==> src/sv/ppm_pkg.sv <==
// Package for the pulse period rpm meter: widths, constants, register
// indexes and the command and status structs between controller and datapath.
// No dependencies.
package ppm_pkg;

  localparam int TIME_W    = 32;
  localparam int PERIOD_W  = 32;
  localparam int SPEED_W   = 27;
  localparam int MANUAL_W  = 16;
  localparam int PPR_W     = 8;
  localparam int DEN_W     = PERIOD_W + PPR_W;
  localparam int CFG_IDX_W = 2;
  localparam int CFG_DAT_W = 16;

  localparam logic [SPEED_W-1:0] SPEED_SCALE = SPEED_W'(120000000);
  localparam logic [PPR_W-1:0]   PPR_RESET   = PPR_W'(36);

  // One quotient bit per step of the serial divider.
  localparam int DIV_STEPS = SPEED_W;
  localparam int DIV_CNT_W = $clog2(DIV_STEPS);

  localparam logic [CFG_IDX_W-1:0] REG_SOURCE_MODE    = CFG_IDX_W'(0);
  localparam logic [CFG_IDX_W-1:0] REG_MANUAL_SPEED   = CFG_IDX_W'(1);
  localparam logic [CFG_IDX_W-1:0] REG_PULSES_PER_REV = CFG_IDX_W'(2);

  typedef struct packed {
    logic capture;
    logic eval;
    logic mul_load;
    logic div_step;
    logic speed_save;
    logic out_load;
  } ppm_cmd_t;

  typedef struct packed {
    logic need_div;
  } ppm_sts_t;

endpackage

==> src/sv/ppm_if.sv <==
// Handshake interfaces for the edge input channel and the result channel.
// Depends on ppm_pkg for the field widths.
interface ppm_in_if import ppm_pkg::*; ();
  logic              valid;
  logic              ready;
  logic [TIME_W-1:0] edge_time_us;

  modport source (output valid, output edge_time_us, input ready);
  modport sink (input valid, input edge_time_us, output ready);
endinterface

interface ppm_out_if import ppm_pkg::*; ();
  logic                valid;
  logic                ready;
  logic [SPEED_W-1:0]  speed_rpm;
  logic [PERIOD_W-1:0] period_us;
  logic                edge_accepted;

  modport source (output valid, output speed_rpm, output period_us,
                  output edge_accepted, input ready);
  modport sink (input valid, input speed_rpm, input period_us,
                input edge_accepted, output ready);
endinterface

==> src/sv/ppm_ctrl.sv <==
// Controller state machine of the rpm meter: sequences capture, edge
// evaluation, the serial division and the result register. Uses ppm_pkg.
module ppm_ctrl import ppm_pkg::*; (
  input  logic     clk,
  input  logic     rst_n,
  input  logic     in_valid,
  output logic     in_ready,
  output logic     out_valid,
  input  logic     out_ready,
  input  ppm_sts_t sts,
  output ppm_cmd_t cmd
);

  localparam logic [2:0] S_IDLE = 3'd0;
  localparam logic [2:0] S_EVAL = 3'd1;
  localparam logic [2:0] S_MUL  = 3'd2;
  localparam logic [2:0] S_DIV  = 3'd3;
  localparam logic [2:0] S_SAVE = 3'd4;
  localparam logic [2:0] S_OUT  = 3'd5;

  logic [2:0]           state_r, state_nxt;
  logic [DIV_CNT_W-1:0] cnt_r, cnt_nxt;
  logic                 out_valid_r, out_valid_nxt;

  assign in_ready  = (state_r == S_IDLE);
  assign out_valid = out_valid_r;

  always_comb begin
    state_nxt     = state_r;
    cnt_nxt       = cnt_r;
    cmd           = '0;
    out_valid_nxt = out_valid_r;
    if (out_ready) begin
      out_valid_nxt = 1'b0;
    end
    case (state_r)
      S_IDLE: begin
        if (in_valid) begin
          cmd.capture = 1'b1;
          state_nxt   = S_EVAL;
        end
      end
      S_EVAL: begin
        cmd.eval  = 1'b1;
        state_nxt = sts.need_div ? S_MUL : S_OUT;
      end
      S_MUL: begin
        cmd.mul_load = 1'b1;
        cnt_nxt      = '0;
        state_nxt    = S_DIV;
      end
      S_DIV: begin
        cmd.div_step = 1'b1;
        cnt_nxt      = cnt_r + 1'b1;
        if (cnt_r == DIV_CNT_W'(DIV_STEPS - 1)) begin
          state_nxt = S_SAVE;
        end
      end
      S_SAVE: begin
        cmd.speed_save = 1'b1;
        state_nxt      = S_OUT;
      end
      S_OUT: begin
        // The result register frees up when the last result is transferred.
        if (!out_valid_r || out_ready) begin
          cmd.out_load  = 1'b1;
          out_valid_nxt = 1'b1;
          state_nxt     = S_IDLE;
        end
      end
      default: begin
        state_nxt = S_IDLE;
      end
    endcase
  end

  always_ff @(posedge clk) begin
    if (!rst_n) begin
      state_r     <= S_IDLE;
      cnt_r       <= '0;
      out_valid_r <= 1'b0;
    end else begin
      state_r     <= state_nxt;
      cnt_r       <= cnt_nxt;
      out_valid_r <= out_valid_nxt;
    end
  end

endmodule

==> src/sv/ppm_dpath.sv <==
// Datapath of the rpm meter: configuration registers, edge blanking and
// pairing state, multiplier, restoring divider and result register. Uses ppm_pkg.
module ppm_dpath import ppm_pkg::*; (
  input  logic                 clk,
  input  logic                 rst_n,
  input  logic                 cfg_we,
  input  logic [CFG_IDX_W-1:0] cfg_index,
  input  logic [CFG_DAT_W-1:0] cfg_data,
  input  logic [TIME_W-1:0]    in_time,
  input  ppm_cmd_t             cmd,
  output ppm_sts_t             sts,
  output logic [SPEED_W-1:0]   out_speed,
  output logic [PERIOD_W-1:0]  out_period,
  output logic                 out_accepted
);

  logic                source_mode_r;
  logic [MANUAL_W-1:0] manual_speed_r;
  logic [PPR_W-1:0]    ppr_r;

  logic [TIME_W-1:0]   time_r;
  logic [TIME_W-1:0]   last_time_r;
  logic [TIME_W-1:0]   pair_start_r;
  logic [PERIOD_W-1:0] period_r;
  logic                pair_open_r;
  logic [SPEED_W-1:0]  meas_speed_r;
  logic                accepted_r;

  logic [DEN_W-1:0]    den_r;
  logic [SPEED_W-1:0]  rem_r;
  logic [SPEED_W-1:0]  quo_r;

  logic [SPEED_W-1:0]  out_speed_r;
  logic [PERIOD_W-1:0] out_period_r;
  logic                out_accepted_r;

  logic [TIME_W-1:0]   delta;
  logic                accepted;
  logic [PERIOD_W-1:0] period_nxt;
  logic [PPR_W-1:0]    ppr_eff;
  logic [SPEED_W:0]    trial;
  logic [DEN_W-1:0]    diff;
  logic                fits;

  // An edge counts when the time since the last accepted edge exceeds
  // half the stored period.
  assign delta    = time_r - last_time_r;
  assign accepted = delta > (period_r >> 1);

  always_comb begin
    period_nxt = period_r;
    if (accepted && pair_open_r && (pair_start_r < time_r)) begin
      period_nxt = PERIOD_W'(time_r - pair_start_r);
    end
  end

  assign sts.need_div = accepted && (period_nxt != '0);

  assign ppr_eff = (ppr_r == '0) ? PPR_W'(1) : ppr_r;
  assign trial   = {rem_r, quo_r[SPEED_W-1]};
  assign diff    = DEN_W'(trial) - den_r;
  assign fits    = DEN_W'(trial) >= den_r;

  always_ff @(posedge clk) begin
    if (!rst_n) begin
      source_mode_r  <= 1'b0;
      manual_speed_r <= '0;
      ppr_r          <= PPR_RESET;
      last_time_r    <= '0;
      pair_start_r   <= '0;
      period_r       <= '0;
      pair_open_r    <= 1'b0;
      meas_speed_r   <= '0;
    end else begin
      if (cfg_we) begin
        case (cfg_index)
          REG_SOURCE_MODE:    source_mode_r  <= cfg_data[0];
          REG_MANUAL_SPEED:   manual_speed_r <= cfg_data[MANUAL_W-1:0];
          REG_PULSES_PER_REV: ppr_r          <= cfg_data[PPR_W-1:0];
          default: ;
        endcase
      end
      if (cmd.eval && accepted) begin
        last_time_r <= time_r;
        period_r    <= period_nxt;
        pair_open_r <= !pair_open_r;
        if (!pair_open_r) begin
          pair_start_r <= time_r;
        end
      end
      if (cmd.speed_save) begin
        meas_speed_r <= quo_r;
      end
    end
  end

  always_ff @(posedge clk) begin
    if (cmd.capture) begin
      time_r <= in_time;
    end
    if (cmd.eval) begin
      accepted_r <= accepted;
    end
    if (cmd.mul_load) begin
      den_r <= DEN_W'(ppr_eff) * DEN_W'(period_r);
      rem_r <= '0;
      quo_r <= SPEED_SCALE;
    end else if (cmd.div_step) begin
      // The dividend shifts out of quo_r as quotient bits shift in.
      rem_r <= fits ? diff[SPEED_W-1:0] : trial[SPEED_W-1:0];
      quo_r <= {quo_r[SPEED_W-2:0], fits};
    end
    if (cmd.out_load) begin
      out_speed_r    <= source_mode_r ? SPEED_W'(manual_speed_r) : meas_speed_r;
      out_period_r   <= period_r;
      out_accepted_r <= accepted_r;
    end
  end

  assign out_speed    = out_speed_r;
  assign out_period   = out_period_r;
  assign out_accepted = out_accepted_r;

endmodule

==> src/sv/pulse_period_rpm_meter_core.sv <==
// Top level of the pulse period rpm meter: joins controller and datapath.
// Depends on ppm_pkg, ppm_if, ppm_ctrl and ppm_dpath.
//
// Usage: each rising tachometer edge is offered on in_if as one transfer
// carrying its microsecond timestamp. For every edge exactly one result is
// transferred on out_if: the speed in rpm (measured, or the manual value in
// manual mode), the stored period and whether the edge passed blanking.
// Configuration is to be written by the user through cfg_we, cfg_index and
// cfg_data while the block is idle; the block itself does not enforce this.
// An unknown index is ignored. An accepted edge whose period, new or stored,
// is nonzero runs a 27-step restoring divider before its result is loaded;
// any other edge skips the divider. A new edge is taken only after the result
// of the previous edge has entered the output register and the block is idle.
// Reset clears the configuration to its defaults (36 pulses per revolution)
// and the measurement state to zero. When the receiver stalls, the result
// waits in the output register while the next edge is accepted and worked
// on; that edge's result waits until the held one has been transferred.
module pulse_period_rpm_meter_core import ppm_pkg::*; (
  input  logic                 clk,
  input  logic                 rst_n,
  ppm_in_if.sink               in_if,
  ppm_out_if.source            out_if,
  input  logic                 cfg_we,
  input  logic [CFG_IDX_W-1:0] cfg_index,
  input  logic [CFG_DAT_W-1:0] cfg_data
);

  ppm_cmd_t cmd;
  ppm_sts_t sts;

  ppm_ctrl u_ctrl (
    .clk       (clk),
    .rst_n     (rst_n),
    .in_valid  (in_if.valid),
    .in_ready  (in_if.ready),
    .out_valid (out_if.valid),
    .out_ready (out_if.ready),
    .sts       (sts),
    .cmd       (cmd)
  );

  ppm_dpath u_dpath (
    .clk          (clk),
    .rst_n        (rst_n),
    .cfg_we       (cfg_we),
    .cfg_index    (cfg_index),
    .cfg_data     (cfg_data),
    .in_time      (in_if.edge_time_us),
    .cmd          (cmd),
    .sts          (sts),
    .out_speed    (out_if.speed_rpm),
    .out_period   (out_if.period_us),
    .out_accepted (out_if.edge_accepted)
  );

endmodule
==> src/flat_wrapper.sv <==
// flat-port wrapper written by rule: the top's interface ports become plain ports
module pulse_period_rpm_meter_core_flat import ppm_pkg::*;
  (clk, rst_n, cfg_we, cfg_index, cfg_data, in_if_valid, in_if_edge_time_us, in_if_ready, out_if_valid, out_if_speed_rpm, out_if_period_us, out_if_edge_accepted, out_if_ready);
  ppm_in_if in_if_i ();
  ppm_out_if out_if_i ();
  input  logic clk;
  input  logic rst_n;
  input  logic cfg_we;
  input  logic [CFG_IDX_W-1:0] cfg_index;
  input  logic [CFG_DAT_W-1:0] cfg_data;
  input wire logic [$bits(in_if_i.valid)-1:0] in_if_valid;
  input wire logic [$bits(in_if_i.edge_time_us)-1:0] in_if_edge_time_us;
  output wire logic [$bits(in_if_i.ready)-1:0] in_if_ready;
  output wire logic [$bits(out_if_i.valid)-1:0] out_if_valid;
  output wire logic [$bits(out_if_i.speed_rpm)-1:0] out_if_speed_rpm;
  output wire logic [$bits(out_if_i.period_us)-1:0] out_if_period_us;
  output wire logic [$bits(out_if_i.edge_accepted)-1:0] out_if_edge_accepted;
  input wire logic [$bits(out_if_i.ready)-1:0] out_if_ready;
  assign in_if_i.valid = in_if_valid;
  assign in_if_i.edge_time_us = in_if_edge_time_us;
  assign in_if_ready = in_if_i.ready;
  assign out_if_valid = out_if_i.valid;
  assign out_if_speed_rpm = out_if_i.speed_rpm;
  assign out_if_period_us = out_if_i.period_us;
  assign out_if_edge_accepted = out_if_i.edge_accepted;
  assign out_if_i.ready = out_if_ready;
  pulse_period_rpm_meter_core u_core (.clk(clk), .rst_n(rst_n), .in_if(in_if_i), .out_if(out_if_i), .cfg_we(cfg_we), .cfg_index(cfg_index), .cfg_data(cfg_data));
endmodule
==> config.mk <==
export PLATFORM = sky130hd
export DESIGN_NAME = pulse_period_rpm_meter_core_flat
export DESIGN_NICKNAME = d
export VERILOG_FILES = /design/src/sv/ppm_pkg.sv /design/src/sv/ppm_if.sv /design/src/sv/ppm_ctrl.sv /design/src/sv/ppm_dpath.sv /design/src/sv/pulse_period_rpm_meter_core.sv /design/src/flat_wrapper.sv
export SDC_FILE = /design/constraint.sdc
export NUM_CORES = 1
export LEC_CHECK = 0
export BUFFER_PORTS_ARGS = -buffer_cell sky130_fd_sc_hd__buf_2
export CAP_MARGIN = 15
export CORE_ASPECT_RATIO = 0.75
export CORE_MARGIN = 5
export CORE_UTILIZATION = 50
export CTS_CLUSTER_DIAMETER = 120
export DETAILED_ROUTE_END_ITERATION = 6
export GPL_TIMING_DRIVEN = 0
export PLACE_DENSITY = 0.7
export SETUP_SLACK_MARGIN = 0.1
export SLEW_MARGIN = 20
export SYNTH_ARGS = -nofsm -noshare
export SYNTH_HDL_FRONTEND = slang
export SYNTH_HIERARCHICAL = 1
export SYNTH_SLANG_ARGS = --single-unit
==> constraint.sdc <==
create_clock -name clk -period 5.5 [get_ports clk]
set_clock_uncertainty 0.15 [all_clocks]
set_input_delay 0.825 -clock clk [delete_from_list [all_inputs] [get_ports clk]]
set_output_delay 0.825 -clock clk [all_outputs]
set_load 0.1 [all_outputs]
Word-level counts from Yosys, hierarchy flattened --
Cells that the tools add are included.
Word-level totals: bits in registers 345, output and inout port bits 62
Cells by class: add/sub/neg operators 4, multiply operators 1, order comparisons 3, eq/ne operators 11, mux-type cells 21, bitwise operators 1, reduce and logical (&&, ||, !) cells 17
Operator list (number):
- 32-bit subtractor | 2
- 28-bit by 40-bit greater-or-equal comparator with 1-bit output | 1
- 8-bit by 32-bit multiplier with 40-bit output | 1
- 32-bit by 31-bit greater-than comparator with 1-bit output | 1
- 32-bit < comparator | 1
- 32-bit 2-to-1 mux | 1
- 32-bit nonzero test | 1
- 27-bit 2-to-1 mux | 1
- 27-bit subtractor | 1
- 3-bit one-hot mux with 6 select lines | 1
- 16-bit 2-to-1 mux | 1
- 3-bit 2-to-1 mux | 4
- 1-bit 2-to-1 mux | 11
- 5-bit one-hot mux with 2 select lines | 1
- 8-bit zero test | 1
- 8-bit 2-to-1 mux | 1
- 2-bit AND reduction | 4
- 3-bit by 2-bit == test with 1-bit output (second input constant) | 2
- 3-bit == test (second input constant) | 2
- 2-bit inequality test (second input constant) | 3
- 5-bit by 1-bit adder with 5-bit output (second input constant) | 1
- 5-bit == test (second input constant) | 1
- 1-bit logical AND | 4
- 3-bit by 1-bit == test with 1-bit output (second input constant) | 1
- 9 further kinds | 10

Logic depth before layout (Yosys ltp) --
Gate-level depths: netlist of run 1.
depth after elaboration 9, mapped depth 26

By module --
The synthesis of run 1 kept the hierarchy.
Modules (own cells, without submodules):
- ppm_dpath | instances 1, cells each 2663, area each 25495.7 µm², sequential area each 8057.7 µm²
- ppm_ctrl | instances 1, cells each 64, area each 560.5 µm², sequential area each 180.2 µm²

Worst setup path before layout of run 1 --
No wires, ideal clock.
path kind reg2reg, start register u_core.u_dpath.ppr_r[6], end register u_core.u_dpath.den_r[38], data pin, setup time 0.262 ns, arrival 5.324 ns, data required time 5.088 ns, setup slack -0.236 ns, stages on the path, launching flop included 21, buffers on the path 1, clock period less this slack 5.736 ns, cell sequence dfxtp_1 -> clkbuf_1 -> and2_1 -> fa_1 -> fa_1 -> fa_1 -> inv_1 -> fa_1 -> inv_1 -> ha_1 -> a21o_1 -> a21o_1 -> a221o_1 -> a21oi_1 -> o21ai_1 -> a21boi_1 -> o21ba_2 -> o21ai_1 -> o41ai_1 -> o21ai_1 -> xor2_1
Between the ends: cells in the longest elaborated chain, start to end 3
Ends and longest elaborated chain:
- from (decl) | RTL line ppm_dpath.sv:19 | logic [PPR_W-1:0] ppr_r;
- from (signal assigned) | RTL line ppm_dpath.sv:79 | REG_PULSES_PER_REV: ppr_r <= cfg_data[PPR_W-1:0];
- 8-bit zero test | RTL line ppm_dpath.sv:59 | assign ppr_eff = (ppr_r == '0) ? PPR_W'(1) : ppr_r;
- 8-bit 2-to-1 mux * | RTL line ppm_dpath.sv:59
- 8-bit by 32-bit multiplier with 40-bit output * | RTL line ppm_dpath.sv:105 | den_r <= DEN_W'(ppr_eff) * DEN_W'(period_r);
- to (signal assigned) | RTL line ppm_dpath.sv:105
- to (decl) | RTL line ppm_dpath.sv:29 | logic [DEN_W-1:0] den_r;
Every way passes the cells marked *; elsewhere a longest branch is shown, timed or not. A chain may end at the register's enable or synchronous reset.

Final worst setup path of run 1 --
start register u_core.u_dpath.time_r[0], end register u_core.u_dpath.last_time_r[4]
Between the ends: cells in the longest elaborated chain, start to end 3
Ends and longest elaborated chain:
- from (decl) | RTL line ppm_dpath.sv:21 | logic [TIME_W-1:0] time_r;
- from (signal assigned) | RTL line ppm_dpath.sv:99 | time_r <= in_time;
- 32-bit subtractor | RTL line ppm_dpath.sv:47 | assign delta = time_r - last_time_r;
- 32-bit by 31-bit greater-than comparator with 1-bit output | RTL line ppm_dpath.sv:48 | assign accepted = delta > (period_r >> 1);
- 1-bit logical AND | RTL line ppm_dpath.sv:83 | if (cmd.eval && accepted) begin
- to (signal assigned) | RTL line ppm_dpath.sv:84 | last_time_r <= time_r;
- to (decl) | RTL line ppm_dpath.sv:22 | logic [TIME_W-1:0] last_time_r;
No other way between the ends.

==> results.yml, run 1 <==
placement:
  post-place-ws_ps: -1920
  port_buffers: 116
  place_congestion: 0.962
  dp_hpwl_microns: 53900
hold_path:
  worstHoldPathCells: 1
  hold_class: "in2reg"
clocking:
  cts_made_buffers: 38
  cts_hold_buf: 0
  cts.sink_count: 345
  cts-root-buf: "clkbuf_16"
  cts_tree: "yes"
  clock_path_buffers: 3
  htreeDepth: 2
  clock_latency_ps: 590
  clkSlewWorstSetupHoldPaths_ps: 60
global_routing:
  grt_first_pass_wirelength_microns: 115000
  grt_pass1_vias: 21086
  grt_max_degree: 32
  antenna_found_initial: 1
  grt_usage_pct: 25.2
  grt-ovfl-total: 0
finish:
  antenna_cells: 0
  nNetsFinal: 3380
  final_common_cell: "inv_1"
  nFillCells: 4308
  layout-drive-gt1-share_pct: 16.5
  layout_common_cells: "323 x inv_1, 200 x and2_1, 197 x dfxtp_1, 180 x fa_1, 179 x nand2_1"
  area.growth.synth_to_final_pct: 18.5
setup_path:
  cp_slowest_stage_delay_ps: 460
  crit_arrival_ps: 6240
  path_max_fanout: 8
  critPathKind: "reg2reg"
  worstPathRequired_ps: 5810
  crit_path_end_kind: "flop"
  worstSetupStartpointType: "flop"
  cp_slowest_cell: "or4_4"
  rr_worst_depth: 26
  cpMostUsedCell: "buf_12"
logic_synthesis:
  yosysSeqAreaShare_pct: 31.6
  synth_edf_count: 133
  synth_area_per_cell_sq_um: 9.55
  syn-num-nets: 3149
  syn_inst: 2727
  yosysTopAreaCell: "dfxtp_1"
  ys_warn_count: 6
  ys_types: 84
  synthFlopType: "dfxtp_1"
  syn_area_sq_um: 26100
  async_flop_share_pct: 0
  synth-seq-cells: 345
  yosys-top-cells-area: "dfxtp_1 16%, edfxtp_1 15%, fa_1 14%"
  synth_top_area_share_pct: 16.3
sta:
  finalSetupViolations: 110
  drv_slew: 0
  holdWs_ps: 260
  hold_viol: 0
  fmax_mhz: 169
  min_period_over_period_pct: 108
  worst_slack_ps: -428
  rsz0062_at_grt: "true"
  period_minus_slack_ps: 5930
  worstMarginPinSlew_ps: 990
  relSlewSlack_pct: 34.0
route:
  wl_per_cell_microns: 19.5
  wl_microns: 72100
  vias: 20698
  drt_iter0_drc: 1732
  ant_nets: 0
  dr.pass1.iters: 6
  via_per_inst: 5.61
  drcViolationCount: 0
run_status:
  violations: "setup timing"
  status: "finished, violations left"
floorplanning:
  die_x_microns: 274
  start_util_pct: 50.6
  core_area_sq_um: 51500
  rows: 72
  die-height_microns: 208
  dieArea_sq_um: 56800
  io_pins: 117
run:
  maxCapViolCount: 0
pwr:
  peakVddDrop_uv: 479
  power.leakage_nw: 13.6
  p_per_area_nw_per_um2: 482
  power_w: 0.0149
## layer usage
layer	part of all wire (%)	track usage, %	vias up	routed length [microns]
li1	-	-	9663	-
met1	45	36.3	10142	32500
met2	44	38.9	782	31600
met3	8.9	5.57	111	6440
met4	2.2	5.88	0	1560
met5	0	0	-	0
## power breakdown
part | internal, W | switching (W) | total, W
sequential | 0.00327 | 0.000452 | 0.00372
clock | 0.00155 | 0.00112 | 0.00266
combinational | 0.00354 | 0.00495 | 0.00849
total | 0.00835 | 0.00652 | 0.0149
## critical path, delay by kind of cell, from the launching register on
kind,cells,cell delay (ps)
AO/OA/AOI/OAI,9,1910
flip-flops,1,450
multiplexers,1,150
buffers and inverters,6,820
XOR/XNOR,1,120
adder cells (fa/ha/maj),3,840
AND/OR/NAND/NOR,6,1380
## path summary, 6_finish.rpt
| path | startpoint | end | slack (ps) |
|---|---|---|---|
| hold reg to reg | u_core/u_dpath/period_r[27] | u_core/u_dpath/out_period[27] | 300 |
| setup reg to reg | u_core/u_dpath/time_r[0] | u_core/u_dpath/last_time_r[4] | -430 |
| setup / recovery | u_core/u_dpath/time_r[0] | u_core/u_dpath/last_time_r[4] | -430 |
| hold / removal | in_if_edge_time_us[13] | u_core/u_dpath/time_r[13] | 260 |
## area by class of cell
| class | count | area (sq um) | share of cell area [%] |
|---|---|---|---|
| Buffer | 101 | 761 | 2.46 |
| Clock buffer | 55 | 1100 | 3.55 |
| Clock inverter | 14 | 198 | 0.640 |
| Tap cell | 703 | 880 | 2.85 |
| Timing Repair Buffer | 193 | 1500 | 4.87 |
| Sequential cell | 345 | 8270 | 26.8 |
| Multi-Input combinational cell | 1951 | 16900 | 54.9 |
| Inverter | 328 | 1230 | 3.99 |
## cells in the mapped netlist, drive strengths merged, types with 107 or more instances
| library cell | number |
|---|---|
| and2 | 205 |
| o21ai | 107 |
| nor2 | 143 |
| edfxtp | 133 |
| mux2i | 142 |
| inv | 328 |
| nand2 | 187 |
| ha | 184 |
| fa | 183 |
| nor2b | 125 |
| dfxtp | 212 |
| a21oi | 107 |
## cell families (layout without fill, tap and decap cells)
group	after synthesis	count (layout)	share of synthesized area, %
AOI/OAI and AO/OA	483	483	12.4
xor gates and xnor gates	102	102	3.43
buffers and inverters	431	691	6.42
muxes	160	160	6.23
DFF	345	345	31.6
adders and majority gates	367	367	22.9
and+or+nand+nor	839	839	17.0
## timing repair
action / in CTS / in global routing
gates cloned: 13 / 1
endpoints found under the setup margin: 128 / 118
pin swaps: 104 / 46
gates resized for setup: 272 / 79
setup buffers: 49 / 12
## per-stage QoR
step                std cells  util, %  area, sq um  setup TNS [ps]
floorplan                2727        -        26100               0
global placement         3546     53.5        27600         -218390
detailed placement       3551     53.7        27700         -188410
CTS                      3682     59.4        30600           -8360
global route             3690     59.9        30900          -47060
finish                   3690     59.9        30900          -36470
## sequential cells by signal, summed over array words and instances (netlist names), 3 cells and up
name	count
u_core/u_dpath/quo_r	27
u_core/u_dpath/time_r	32
u_core/u_dpath/meas_speed_r	27
u_core/u_dpath/last_time_r	32
u_core/u_dpath/pair_start_r	32
u_core/u_dpath/ppr_r	8
u_core/u_dpath/den_r	40
u_core/u_ctrl/state_r	3
u_core/u_dpath/manual_speed_r	16
u_core/u_dpath/period_r	32
u_core/u_dpath/rem_r	27
u_core/u_dpath/out_period	32
u_core/u_dpath/out_speed	27
u_core/u_ctrl/cnt_r	5
Note: power is estimated with default switching activity, not from simulation.
==> run 2: changes to the inputs <==
--- a/config.mk
+++ b/config.mk
@@ -9,11 +9,11 @@
 export CAP_MARGIN = 15
 export CORE_ASPECT_RATIO = 0.75
 export CORE_MARGIN = 5
-export CORE_UTILIZATION = 50
+export CORE_UTILIZATION = 57
 export CTS_CLUSTER_DIAMETER = 120
 export DETAILED_ROUTE_END_ITERATION = 6
 export GPL_TIMING_DRIVEN = 0
-export PLACE_DENSITY = 0.7
+export PLACE_DENSITY = 0.78
 export SETUP_SLACK_MARGIN = 0.1
 export SLEW_MARGIN = 20
 export SYNTH_ARGS = -nofsm -noshare
==> run 2 against run 1 <==
Compared with the run above:
- the run still ends with setup timing left
- flip-flop and latch count unchanged
- worst hold slack improved by 12 ps
- clock-buffer cell count fell by 6
- die area is 12% lower
- total power up 0.25%
- fmax is 0.41% lower
- routed wire length rose by 2.2%
- sequential power is essentially flat
- via count grew 2.6%
- largest cell class unchanged
==> results.yml, run 2 (synthesis gave the netlist of run 1 again) <==
clocking:
  clock_path_buffers: 3
  cts.sink_count: 345
  cts_hold_buf: 0
  cts-root-buf: "clkbuf_16"
  cts_tree: "yes"
  htreeDepth: 2
  cts_made_buffers: 38
  clkSlewWorstSetupHoldPaths_ps: 60
  clock_latency_ps: 570
finish:
  top_register: "u_core/u_dpath/den_r"
  fin_area_sq_um: 31000
  final_common_cell: "inv_1"
  nNetsFinal: 3397
  finalNonFillerCells: 3591
  largest_reg_flops: 40
  area.growth.synth_to_final_pct: 18.8
  layout_common_cells: "321 x inv_1, 200 x and2_1, 196 x dfxtp_1, 178 x fa_1, 172 x ha_1"
  layout-drive-gt1-share_pct: 17.3
placement:
  placed_area_sq_um: 27500
  place_congestion: 0.961
  post-place-ws_ps: -2070
  port_buffers: 116
  dp_cells: 3433
  dp_hpwl_microns: 53600
sta:
  min_period_over_period_pct: 108
  rsz0062_at_grt: "true"
  period_minus_slack_ps: 5950
  relSlewSlack_pct: 23.6
  finalSetupViolations: 114
  worstMarginPinSlew_ps: 1150
  drv_slew: 0
  hold_viol: 0
  holdWs_ps: 272
  worst_slack_ps: -453
  fmax_mhz: 168
run_status:
  status: "finished, violations left"
  violations: "setup timing"
setup_path:
  cp-endpoint: "u_core/u_dpath/last_time_r[8]"
  crit_arrival_ps: 6240
  r2r_end: "u_core/u_dpath/last_time_r[8]"
  rr_worst_depth: 27
  cp_slowest_stage_delay_ps: 480
  path_max_fanout: 7
  startpoint: "u_core/u_dpath/time_r[0]"
  r2r_setup_slack_ps: -450
  worstPathRequired_ps: 5790
  timing.rr.start: "u_core/u_dpath/time_r[0]"
  crit_path_end_kind: "flop"
  critPathKind: "reg2reg"
  cp_slowest_cell: "or4_4"
  worstSetupStartpointType: "flop"
route:
  vias: 21235
  drcViolationCount: 0
  dr.pass1.iters: 6
  drt_iter0_drc: 2198
  wl_per_cell_microns: 20.5
  ant_nets: 0
  via_per_inst: 5.91
  wl_microns: 73600
run:
  maxCapViolCount: 0
floorplanning:
  die_x_microns: 257
  die-height_microns: 195
  io_pins: 117
  core_area_sq_um: 44900
  rows: 67
  dieArea_sq_um: 50100
  start_util_pct: 58.0
pwr:
  peakVddDrop_uv: 549
  p_per_area_nw_per_um2: 482
  power.leakage_nw: 13.7
  power_w: 0.0149
global_routing:
  grt_pass1_vias: 21625
  grt_usage_pct: 28.7
  grt_first_pass_wirelength_microns: 117000
  grt-ovfl-total: 0
  grt_max_degree: 33
  antenna_found_initial: 1
hold_path:
  hold_class: "in2reg"
-- run 2: stage by stage --
stage          util, %  setup TNS (ps)
2_1_floorplan        -               0
3_3_place_gp      61.1         -187360
3_5_place_dp      61.2         -196220
4_1_cts           68.1           -7630
5_1_grt           68.9          -49680
6_report          68.9          -35000
-- run 2: where the power goes --
| group | switching (W) | internal [W] | total (W) |
|---|---|---|---|
| logic | 0.00498 | 0.00368 | 0.00866 |
| registers | 0.000458 | 0.00327 | 0.00373 |
| clock network | 0.00111 | 0.00141 | 0.00252 |
| total | 0.00655 | 0.00836 | 0.0149 |
-- run 2: timing repair --
item,CTS,global route
setup buffers,65,15
pin swaps,115,54
setup endpoints to repair,128,121
gates resized for setup,288,69
gates cloned,12,0
-- run 2: critical path, delay by kind of cell (launching register included) --
| family | cells | cell delay, ps |
|---|---|---|
| AOI/OAI and AO/OA | 9 | 1700 |
| adders and majority gates | 3 | 840 |
| xor gates and xnor gates | 1 | 150 |
| buffers and inverters | 6 | 730 |
| DFF | 1 | 440 |
| and+or+nand+nor | 7 | 1640 |
| muxes | 1 | 190 |
-- run 2: how the worst min path moves through the flow --
stage | startpoint | cells past startpoint | to | slack, ps
after floorplan | u_core/u_dpath/accepted_r | 0 | u_core/u_dpath/out_accepted | 250
after global placement | u_core/u_dpath/period_r[25] | 0 | u_core/u_dpath/out_period[25] | 260
after detailed placement | u_core/u_dpath/period_r[3] | 0 | u_core/u_dpath/out_period[3] | 260
after CTS | in_if_edge_time_us[31] | 1 | u_core/u_dpath/time_r[31] | 240
after global routing | in_if_edge_time_us[31] | 1 | u_core/u_dpath/time_r[31] | 250
final | in_if_edge_time_us[31] | 1 | u_core/u_dpath/time_r[31] | 270
-- run 2: layout make-up --
type / instances / area [sq um]
Sequential cell: 345 / 8270
Fill cell: 3261 / 14000
Timing Repair Buffer: 208 / 1700
Antenna cell: 1 / 2.50
Buffer: 103 / 833
Inverter: 328 / 1230
Multi-Input combinational cell: 1951 / 17000
Clock buffer: 49 / 1040
Clock inverter: 20 / 170
Tap cell: 586 / 733
-- run 2: per-layer routing --
metal | global-route usage (%) | part of all wire [%] | vias to the layer above | wire [microns]
met5 | 0 | 0 | - | 0
met4 | 8.11 | 2.9 | 0 | 2150
met3 | 7.33 | 10 | 188 | 7700
met2 | 44.3 | 44 | 972 | 32400
met1 | 40.5 | 43 | 10381 | 31400
li1 | - | - | 9694 | -
